--- src/rtl/top_k_candidate_list_unit_defines.svh ---
// assertion macros shared by the candidate list modules
`ifndef TOP_K_CANDIDATE_LIST_UNIT_DEFINES_SVH
`define TOP_K_CANDIDATE_LIST_UNIT_DEFINES_SVH

`ifndef ASSERT_OFF
// property checked on every rising aclk outside reset
`define TKCL_ASSERT(lbl, prop) \
    lbl: assert property (@(posedge aclk) disable iff (!aresetn) (prop)) \
        else $error("tkcl assertion failed");
// implication checked on every rising aclk outside reset
`define TKCL_ASSERT_IMPLY(lbl, ante, cons) \
    lbl: assert property (@(posedge aclk) disable iff (!aresetn) (ante) |-> (cons)) \
        else $error("tkcl implication failed");
`else
`define TKCL_ASSERT(lbl, prop)
`define TKCL_ASSERT_IMPLY(lbl, ante, cons)
`endif

`endif

--- src/rtl/tkcl_pkg.sv ---
// types, widths and codes shared by the candidate list modules
package tkcl_pkg;

    localparam int LIST_DEPTH = 8;
    localparam int IDX_W      = (LIST_DEPTH > 1) ? $clog2(LIST_DEPTH) : 1;
    localparam int CNT_W      = $clog2(LIST_DEPTH + 1);

    localparam int ID_W       = 16;
    localparam int SCORE_W    = 16;
    localparam int STATUS_W   = 3;
    localparam int RANK_W     = 3;
    localparam int COUNT_W    = 4;

    localparam int S_TDATA_W  = 32;
    localparam int S_TUSER_W  = 2;
    localparam int M_PAYLOAD_W = RANK_W + ID_W + SCORE_W + COUNT_W;
    localparam int M_TDATA_W  = 40;
    localparam int M_PAD_W    = M_TDATA_W - M_PAYLOAD_W;
    localparam int M_TUSER_W  = STATUS_W;

    // request kinds carried in s_tuser bit 0
    localparam logic ACT_CLEAR = 1'b0;
    localparam logic ACT_OFFER = 1'b1;

    // result status codes
    typedef enum logic [STATUS_W-1:0] {
        STAT_CLEARED    = 3'd0,
        STAT_INSERTED   = 3'd1,
        STAT_NO_CHANCE  = 3'd2,
        STAT_DUPLICATE  = 3'd3,
        STAT_FULL_WORSE = 3'd4
    } status_t;

    // controller states
    typedef enum logic [1:0] {
        S_IDLE,
        S_DECIDE,
        S_LIST
    } ctrl_state_t;

    // commands from controller to datapath
    typedef struct packed {
        logic req_load;
        logic cnt_clear;
        logic insert;
        logic out_load_status;
        logic out_load_entry;
        logic idx_clr;
        logic idx_inc;
    } dp_cmd_t;

    // status from datapath to controller
    typedef struct packed {
        status_t verdict;
        logic    idx_last;
    } dp_stat_t;

endpackage

--- src/rtl/top_k_candidate_list_unit.sv ---
// Top-k candidate list: keeps the best candidates (lowest score) in rank order.
// Requests arrive on the s_ stream: s_tuser[0] is the action (clear or offer),
// s_tuser[1] the no-chance flag, s_tdata holds cand_id and cand_score.
// Results leave on the m_ stream: m_tuser is the status code, m_tdata holds
// rank, entry_id, entry_score and entry_count, m_tlast marks the final result
// of a request.
// A clear, or an offer that is turned away, gives one result, loaded from the
// decide state once the result register is free. An accepted offer gives one
// result per held entry: the decide state inserts the candidate, then the
// listing state reads the held entries out in rank order, one entry per cycle
// while the result register is free.
// Reset empties the list and drops any result not yet taken.
// While m_tready is low the result register holds its item and the listing
// pauses; the next request can be taken as soon as the final result of the
// previous one sits in the result register.
module top_k_candidate_list_unit
    import tkcl_pkg::*;
(
    input  logic                 aclk,
    input  logic                 aresetn,
    input  logic                 s_tvalid,
    output logic                 s_tready,
    input  logic [S_TDATA_W-1:0] s_tdata,   // cand_id, cand_score, from bit 0 up
    input  logic [S_TUSER_W-1:0] s_tuser,   // action, no_chance, from bit 0 up
    output logic                 m_tvalid,
    input  logic                 m_tready,
    output logic [M_TDATA_W-1:0] m_tdata,   // rank, entry_id, entry_score, entry_count, pad
    output logic [M_TUSER_W-1:0] m_tuser,   // status
    output logic                 m_tlast
);

    dp_cmd_t  cmd;
    dp_stat_t stat;

    // sequencing
    tkcl_ctrl u_ctrl (
        .aclk     (aclk),
        .aresetn  (aresetn),
        .s_tvalid (s_tvalid),
        .s_tready (s_tready),
        .m_tvalid (m_tvalid),
        .m_tready (m_tready),
        .cmd      (cmd),
        .stat     (stat)
    );

    // list storage and result register
    tkcl_datapath u_datapath (
        .aclk    (aclk),
        .aresetn (aresetn),
        .cmd     (cmd),
        .stat    (stat),
        .s_tdata (s_tdata),
        .s_tuser (s_tuser),
        .m_tdata (m_tdata),
        .m_tuser (m_tuser),
        .m_tlast (m_tlast)
    );

endmodule

--- src/rtl/tkcl_datapath.sv ---
// candidate list storage, compare row, insertion cells and result register
`include "top_k_candidate_list_unit_defines.svh"

module tkcl_datapath
    import tkcl_pkg::*;
(
    input  logic                 aclk,
    input  logic                 aresetn,
    input  dp_cmd_t              cmd,
    output dp_stat_t             stat,
    input  logic [S_TDATA_W-1:0] s_tdata,   // cand_id, cand_score, from bit 0 up
    input  logic [S_TUSER_W-1:0] s_tuser,   // action, no_chance, from bit 0 up
    output logic [M_TDATA_W-1:0] m_tdata,   // rank, entry_id, entry_score, entry_count, pad
    output logic [M_TUSER_W-1:0] m_tuser,   // status
    output logic                 m_tlast
);

    // latched request
    logic               req_action_reg;
    logic               req_no_chance_reg;
    logic [ID_W-1:0]    req_id_reg;
    logic [SCORE_W-1:0] req_score_reg;

    // held list
    logic [ID_W-1:0]    held_id_reg    [LIST_DEPTH];
    logic [SCORE_W-1:0] held_score_reg [LIST_DEPTH];
    logic [CNT_W-1:0]   held_count_reg;
    logic [CNT_W-1:0]   held_count_next;

    // listing index
    logic [IDX_W-1:0]   idx_reg;
    logic [IDX_W-1:0]   idx_next;

    // result register
    status_t            out_status_reg;
    logic [RANK_W-1:0]  out_rank_reg;
    logic [ID_W-1:0]    out_id_reg;
    logic [SCORE_W-1:0] out_score_reg;
    logic [COUNT_W-1:0] out_count_reg;
    logic               out_last_reg;

    logic [LIST_DEPTH-1:0] id_match;
    logic [LIST_DEPTH-1:0] score_le;
    logic [CNT_W-1:0]      ins_pos;
    logic                  pos_full;
    status_t               verdict;

    // request capture
    always_ff @(posedge aclk) begin
        if (cmd.req_load) begin
            req_id_reg        <= s_tdata[ID_W-1:0];
            req_score_reg     <= s_tdata[ID_W +: SCORE_W];
            req_action_reg    <= s_tuser[0];
            req_no_chance_reg <= s_tuser[1];
        end
    end

    // compare row against every held entry
    always_comb begin
        for (int k = 0; k < LIST_DEPTH; k++) begin
            id_match[k] = (CNT_W'(k) < held_count_reg) && (held_id_reg[k] == req_id_reg);
            score_le[k] = (CNT_W'(k) < held_count_reg) &&
                          (held_score_reg[k] <= req_score_reg);
        end
    end

    // insertion point follows every entry with equal or lower score
    assign ins_pos  = CNT_W'($countones(score_le));
    assign pos_full = (ins_pos == CNT_W'(LIST_DEPTH));

    // verdict, checks in priority order
    always_comb begin
        priority if (req_action_reg == ACT_CLEAR) begin
            verdict = STAT_CLEARED;
        end else if (req_no_chance_reg) begin
            verdict = STAT_NO_CHANCE;
        end else if (|id_match) begin
            verdict = STAT_DUPLICATE;
        end else if (pos_full) begin
            verdict = STAT_FULL_WORSE;
        end else begin
            verdict = STAT_INSERTED;
        end
    end

    assign stat.verdict  = verdict;
    assign stat.idx_last = ((CNT_W'(idx_reg) + CNT_W'(1)) == held_count_reg);

    // insertion cells: keep, take the new candidate, or take the upper neighbour
    for (genvar k = 0; k < LIST_DEPTH; k++) begin : g_cell
        logic [ID_W-1:0]    cell_id;
        logic [SCORE_W-1:0] cell_score;
        if (k == 0) begin : g_head
            assign cell_id    = req_id_reg;
            assign cell_score = req_score_reg;
        end else begin : g_body
            assign cell_id    = (CNT_W'(k) > ins_pos) ? held_id_reg[k-1] : req_id_reg;
            assign cell_score = (CNT_W'(k) > ins_pos) ? held_score_reg[k-1] : req_score_reg;
        end
        always_ff @(posedge aclk) begin
            if (cmd.insert && (CNT_W'(k) >= ins_pos)) begin
                held_id_reg[k]    <= cell_id;
                held_score_reg[k] <= cell_score;
            end
        end
    end

    // entry count
    always_comb begin
        held_count_next = held_count_reg;
        if (cmd.cnt_clear) begin
            held_count_next = '0;
        end else if (cmd.insert && (held_count_reg < CNT_W'(LIST_DEPTH))) begin
            held_count_next = held_count_reg + CNT_W'(1);
        end
    end

    // listing index
    always_comb begin
        idx_next = idx_reg;
        if (cmd.idx_clr) begin
            idx_next = '0;
        end else if (cmd.idx_inc && !stat.idx_last) begin
            idx_next = idx_reg + IDX_W'(1);
        end
    end

    always_ff @(posedge aclk) begin
        if (!aresetn) begin
            held_count_reg <= '0;
            idx_reg        <= '0;
        end else begin
            held_count_reg <= held_count_next;
            idx_reg        <= idx_next;
        end
    end

    // result register
    always_ff @(posedge aclk) begin
        if (cmd.out_load_status) begin
            out_status_reg <= verdict;
            out_rank_reg   <= '0;
            out_id_reg     <= '0;
            out_score_reg  <= '0;
            out_count_reg  <= (verdict == STAT_CLEARED) ? '0 : COUNT_W'(held_count_reg);
            out_last_reg   <= 1'b1;
        end else if (cmd.out_load_entry) begin
            out_status_reg <= STAT_INSERTED;
            out_rank_reg   <= RANK_W'(idx_reg);
            out_id_reg     <= held_id_reg[idx_reg];
            out_score_reg  <= held_score_reg[idx_reg];
            out_count_reg  <= COUNT_W'(held_count_reg);
            out_last_reg   <= stat.idx_last;
        end
    end

    assign m_tdata = {{M_PAD_W{1'b0}}, out_count_reg, out_score_reg, out_id_reg, out_rank_reg};
    assign m_tuser = out_status_reg;
    assign m_tlast = out_last_reg;

    // checks
    `TKCL_ASSERT(a_count_in_range, held_count_reg <= CNT_W'(LIST_DEPTH))
    `TKCL_ASSERT_IMPLY(a_list_idx_held, cmd.out_load_entry, CNT_W'(idx_reg) < held_count_reg)
    `TKCL_ASSERT_IMPLY(a_insert_grows, cmd.insert,
        ##1 ((held_count_reg == $past(held_count_reg) + CNT_W'(1)) ||
             (held_count_reg == CNT_W'(LIST_DEPTH))))

endmodule

--- src/rtl/tkcl_ctrl.sv ---
// controller state machine: request intake, decision and listing sequence
`include "top_k_candidate_list_unit_defines.svh"

module tkcl_ctrl
    import tkcl_pkg::*;
(
    input  logic     aclk,
    input  logic     aresetn,
    input  logic     s_tvalid,
    output logic     s_tready,
    output logic     m_tvalid,
    input  logic     m_tready,
    output dp_cmd_t  cmd,
    input  dp_stat_t stat
);

    ctrl_state_t state_reg;
    ctrl_state_t state_next;
    logic        m_tvalid_reg;
    logic        m_tvalid_next;
    logic        out_free;

    // result register can take a new item
    assign out_free = !m_tvalid_reg || m_tready;

    // state register
    always_ff @(posedge aclk) begin
        if (!aresetn) begin
            state_reg    <= S_IDLE;
            m_tvalid_reg <= 1'b0;
        end else begin
            state_reg    <= state_next;
            m_tvalid_reg <= m_tvalid_next;
        end
    end

    // next state and commands
    always_comb begin
        state_next = state_reg;
        cmd        = '0;
        s_tready   = 1'b0;
        unique case (state_reg)
            S_IDLE: begin
                s_tready = 1'b1;
                if (s_tvalid) begin
                    cmd.req_load = 1'b1;
                    state_next   = S_DECIDE;
                end
            end
            S_DECIDE: begin
                if (stat.verdict == STAT_INSERTED) begin
                    cmd.insert  = 1'b1;
                    cmd.idx_clr = 1'b1;
                    state_next  = S_LIST;
                end else if (out_free) begin
                    cmd.out_load_status = 1'b1;
                    cmd.cnt_clear       = (stat.verdict == STAT_CLEARED);
                    state_next          = S_IDLE;
                end
            end
            S_LIST: begin
                if (out_free) begin
                    cmd.out_load_entry = 1'b1;
                    cmd.idx_inc        = 1'b1;
                    if (stat.idx_last) begin
                        state_next = S_IDLE;
                    end
                end
            end
            default: begin
                state_next = S_IDLE;
            end
        endcase
    end

    // result valid flag
    always_comb begin
        if (cmd.out_load_status || cmd.out_load_entry) begin
            m_tvalid_next = 1'b1;
        end else if (m_tready) begin
            m_tvalid_next = 1'b0;
        end else begin
            m_tvalid_next = m_tvalid_reg;
        end
    end

    assign m_tvalid = m_tvalid_reg;

    // checks
    `TKCL_ASSERT_IMPLY(a_no_overwrite, cmd.out_load_status || cmd.out_load_entry,
        !m_tvalid_reg || m_tready)
    `TKCL_ASSERT_IMPLY(a_list_after_insert, cmd.insert, ##1 (state_reg == S_LIST))
    `TKCL_ASSERT_IMPLY(a_last_ends_list,
        (state_reg == S_LIST) && out_free && stat.idx_last,
        ##1 ((state_reg == S_IDLE) && m_tvalid_reg))

endmodule

--- config.mk ---
export PLATFORM = sky130hd
export DESIGN_NAME = top_k_candidate_list_unit
export DESIGN_NICKNAME = d
export VERILOG_FILES = /design/src/rtl/tkcl_pkg.sv /design/src/rtl/top_k_candidate_list_unit.sv /design/src/rtl/tkcl_datapath.sv /design/src/rtl/tkcl_ctrl.sv
export VERILOG_INCLUDE_DIRS = /design/src /design/src/rtl
export SDC_FILE = /design/constraint.sdc
export NUM_CORES = 1
export LEC_CHECK = 0
export BUFFER_PORTS_ARGS = -buffer_cell sky130_fd_sc_hd__buf_2
export CORE_MARGIN = 4
export CORE_UTILIZATION = 40
export CTS_BUF_LIST = sky130_fd_sc_hd__clkbuf_4 sky130_fd_sc_hd__clkbuf_8 sky130_fd_sc_hd__clkbuf_16
export DETAILED_ROUTE_END_ITERATION = 10
export PLACE_DENSITY = 0.6
export RECOVER_POWER = 50
export SLEW_MARGIN = 20
export SYNTH_ARGS = -nofsm -noshare
export SYNTH_HDL_FRONTEND = slang
export SYNTH_SLANG_ARGS = --single-unit
export TNS_END_PERCENT = 5
--- constraint.sdc ---
create_clock -name aclk -period 9.26 [get_ports aclk]
set_clock_uncertainty 0.05 [all_clocks]
set_input_delay 0.463 -clock aclk [delete_from_list [all_inputs] [get_ports aclk]]
set_output_delay 0.463 -clock aclk [all_outputs]
set_load 0.03 [all_outputs]
==> flow_summary.yaml <==
run:
  max_cap_violations: 8
global_route:
  grt-ovfl-total: 0
  grt_max_degree: 48
  first_global_vias: 13400
  grt_use_total: 0.220
  number_of_antenna_violations_at_the_first_check_in_global_routing: 0
  global_route_wire_length_before_repair_mm: 89.3
routing:
  highest_layer: "met4"
  drt_drc_violations_left: 0
  detailroute.wirelength.met3_mm: 4.22
  drt_pre_antenna_iters: 5
  wl_cell_um: 26.1
  postRouteWirelength_mm: 60.1
  vias_per_cell: 5.75
  met1Wirelength_mm: 28.5
  drtIter0Drc: 1235
  vias: 13300
  wl_met2_mm: 26.3
  antenna_violating_nets_post_route: 0
setup_path:
  register_to_register_path_setup_slack_ns: 1.28
  worstReg2RegStart: "u_datapath.g_cell[0].cell_score[9]"
  worstPathMaxFanout: 22
  cp_cell_sequence: "inv_1 > ha_1 > a21o_1 > a21o_1 > a21oi_1 > nor2_1 > a2111oi_0 > mux2_2 > a31o_2 > ha_1 > fa_1 > fa_1 > ha_1 > inv_1 > fa_1 > nand3b_1 > nand2b_1 > nor4_1 > nor2b_4 > buf_4"
  worst_path_largest_cell_delay_ns: 1.37
  critical_path.endpoint_type: "register"
  timing.rr.end: "u_datapath.held_score_reg[3][5]"
  timing.critical_path.required_ns: 9.47
  start_kind: "register"
  critPathSlowestCell: "nor4_1"
  arrival_time_reported_for_the_critical_path_endpoint_ns: 8.19
  worst_r2r_path_depth: 20
  critical_path_type: "reg2reg"
yosys:
  yosys-top-cells-area: "edfxtp_1 (44%), mux2_2 (11%), ha_1 (8.5%)"
  postSynth.asyncResetShare: 0
  synth-edff-count: 297
  synthesis.instances: 1531
  synth_cell_types: 60
  synth-seq-area-share: 0.488
  synth_largest_area_cell: "edfxtp_1"
  yosys_most_used_dff: "edfxtp_1"
  yosys.area.top_type_share: 0.442
  mappedNetlistNets: 1710
  post_synth_instance_area_mm2: 0.0202
  synthesis.yosys.warnings: 0
  synth-seq-cells: 343
  syn_avg_cell_area_um2: 13.2
power_and_ir_drop:
  pwr-share-comb: 0.100
  final_total_power_uw: 3970
  power.clock.fraction: 0.441
  max-vdd-ir-drop_mv: 0.123
  p_sw_uw: 1010
  power_report.internal_total_uw: 2960
  sequentialPowerShare: 0.460
  leakagePower_uw: 0.00817
  power_per_cell_area_mw_per_mm2: 175
  switching_share: 0.256
sta:
  timing_hold_violations_final: 0
  hold_slack_ns: 0.0257
  fin_crit_ns: 7.98
  timing.setup.tns_ns: 0
  setup_repair_after_global_routing_missed_its_margin: "no"
  fmax_mhz: 125
  slew_violations: 227
  setup_viol: 0
  fin_crit_sh: 0.862
  maxSlewHeadroom: -1.12
  timing_worst_slew_pin_value_ns: 3.18
floorplan:
  core-area_mm2: 0.0500
  fp-row-count: 82
  floorplan.io_pins: 84
  die_y_um: 232
  fp.dieArea_mm2: 0.0540
  floorplan_die_width_um: 232
  start_util: 0.403
place:
  detailed_place_hpwl_mm: 40.7
  gp_routability_congestion: 0.895
  port_buffers: 82
clock_tree:
  clk_path_buf_depth: 3
  clkTransAtPathRegs_ns: 0.06
  cts_made_buffers: 41
  clkLatencyLatePin_ns: 0.58
  clk_root_buffer_cell: "clkbuf_16"
  cts.htree.levels: 2
  tritoncts_num_sinks: 343
  tritoncts: "yes"
min_path:
  min_path_cells: 1
  min_to: "u_datapath.g_cell[0].cell_score[15]"
  timing.hold.worst.class: "in2reg"
  timing.hold.worst.start: "s_tdata[31]"
outcome:
  violations: "capacitance limit, slew limit"
  run_status: "complete, but fails checks"
layout:
  fin_util: 0.454
  final_cell_mix: "edfxtp_1 (297), mux2_2 (203), ha_1 (137), nand2_1 (117), xnor2_1 (77)"
  num-fill-cells: 4529
  final_layout_size_suffix_gt1_frac: 0.246
  area_growth_syn_to_layout_pct: 12.6
  insertedDiodeCount: 0
  design.final.nets: 1780
  layout_commonest_cell: "edfxtp_1"
## final cells by class
type / count / area (µm²) / share of cell area
inverter: 44 / 165 / 0.00728
timing repair buffer: 121 / 661 / 0.0291
sequential: 343 / 9850 / 0.434
clock buffer: 52 / 1200 / 0.0528
tap: 672 / 841 / 0.0371
clock inverter: 23 / 269 / 0.0119
multi-input combinational: 1050 / 9710 / 0.428
## synthesized netlist by cell type (17+ instances only)
cell	instances
nand2_1	117
buf_4	22
nor2b_1	23
ha_1	137
nor2_1	25
nand4_1	43
xor2_1	56
a21o_1	17
buf_2	17
mux2_2	205
xnor2_1	77
inv_1	44
o211a_1	33
nor3_1	20
a21oi_1	31
edfxtp_1	297
nand3_1	47
dfxtp_1	46
clkbuf_1	43
mux4_2	64
o21ai_0	35
o21a_1	17
## metal layers
metal / track usage / vias up
li1: - / 5995
met1: 0.330 / 6684
met2: 0.331 / 504
met3: 0.0449 / 78
met4: 0.0478 / 0
met5: 0 / -
## kinds of logic (layout without fill, tap and decap cells)
family / count (synthesis) / count (layout) / synth area share
DFF: 343 / 343 / 0.488
and+or+nand+nor: 317 / 317 / 0.0777
muxes: 274 / 274 / 0.189
AOI/OAI and AO/OA: 184 / 184 / 0.0660
adders and majority gates: 141 / 141 / 0.0890
buffers and inverters: 138 / 240 / 0.0327
xor gates and xnor gates: 133 / 133 / 0.0578
other: 1 / 1 / 0.000186
## metrics by stage
step,setup slack [ns],instance area (µm²),cells
2_1_floorplan,2.66,20200,1531
5_1_grt,0.585,22700,2305
4_1_cts,1.64,22800,2305
3_5_place_dp,1.66,21200,2211
6_report,1.28,22700,2305
3_3_place_gp,1.87,21200,2211
## worst max path at each step
| stage | depth (start not counted) | slack, ns | endpoint | from |
|---|---|---|---|---|
| after global routing | 22 | 0.59 | u_datapath.held_score_reg[3][2] | u_datapath.g_cell[0].cell_score[9] |
| final | 20 | 1.28 | u_datapath.held_score_reg[3][5] | u_datapath.g_cell[0].cell_score[9] |
| after detailed placement | 20 | 1.66 | u_datapath.held_score_reg[3][2] | u_datapath.g_cell[0].cell_score[9] |
| after CTS | 20 | 1.64 | u_datapath.held_score_reg[3][4] | u_datapath.g_cell[0].cell_score[9] |
| after global placement | 20 | 1.87 | u_datapath.held_score_reg[3][2] | u_datapath.g_cell[0].cell_score[9] |
| after floorplan | 21 | 2.66 | u_datapath.held_id_reg[1][0] | u_datapath.g_cell[0].cell_score[9] |
## repair_timing
action                     4_1_cts  5_1_grt
hold endpoints to repair        19        0
resized for setup                0        0
setup buffers                    0        0
setup endpoints to repair        0        0
hold buffers                    19        0
## power by group through the flow
stage	Sequential, µW	Combinational (µW)	Clock (µW)
floorplan	1880	235	0
global placement	1850	395	0
detailed placement	1850	399	0
CTS	1820	407	1780
global route	1830	430	1850
finish	1830	395	1750
## worst max-delay path: cells and delay by family, from the launching register on
kind | cells | cell delay, ns
compound gates | 5 | 1.15
simple gates | 5 | 2.73
mux | 1 | 0.27
fa+ha+maj | 6 | 2.22
flops | 1 | 0.49
buf+inv | 3 | 0.74
Note: power is estimated with default switching activity, not from simulation.
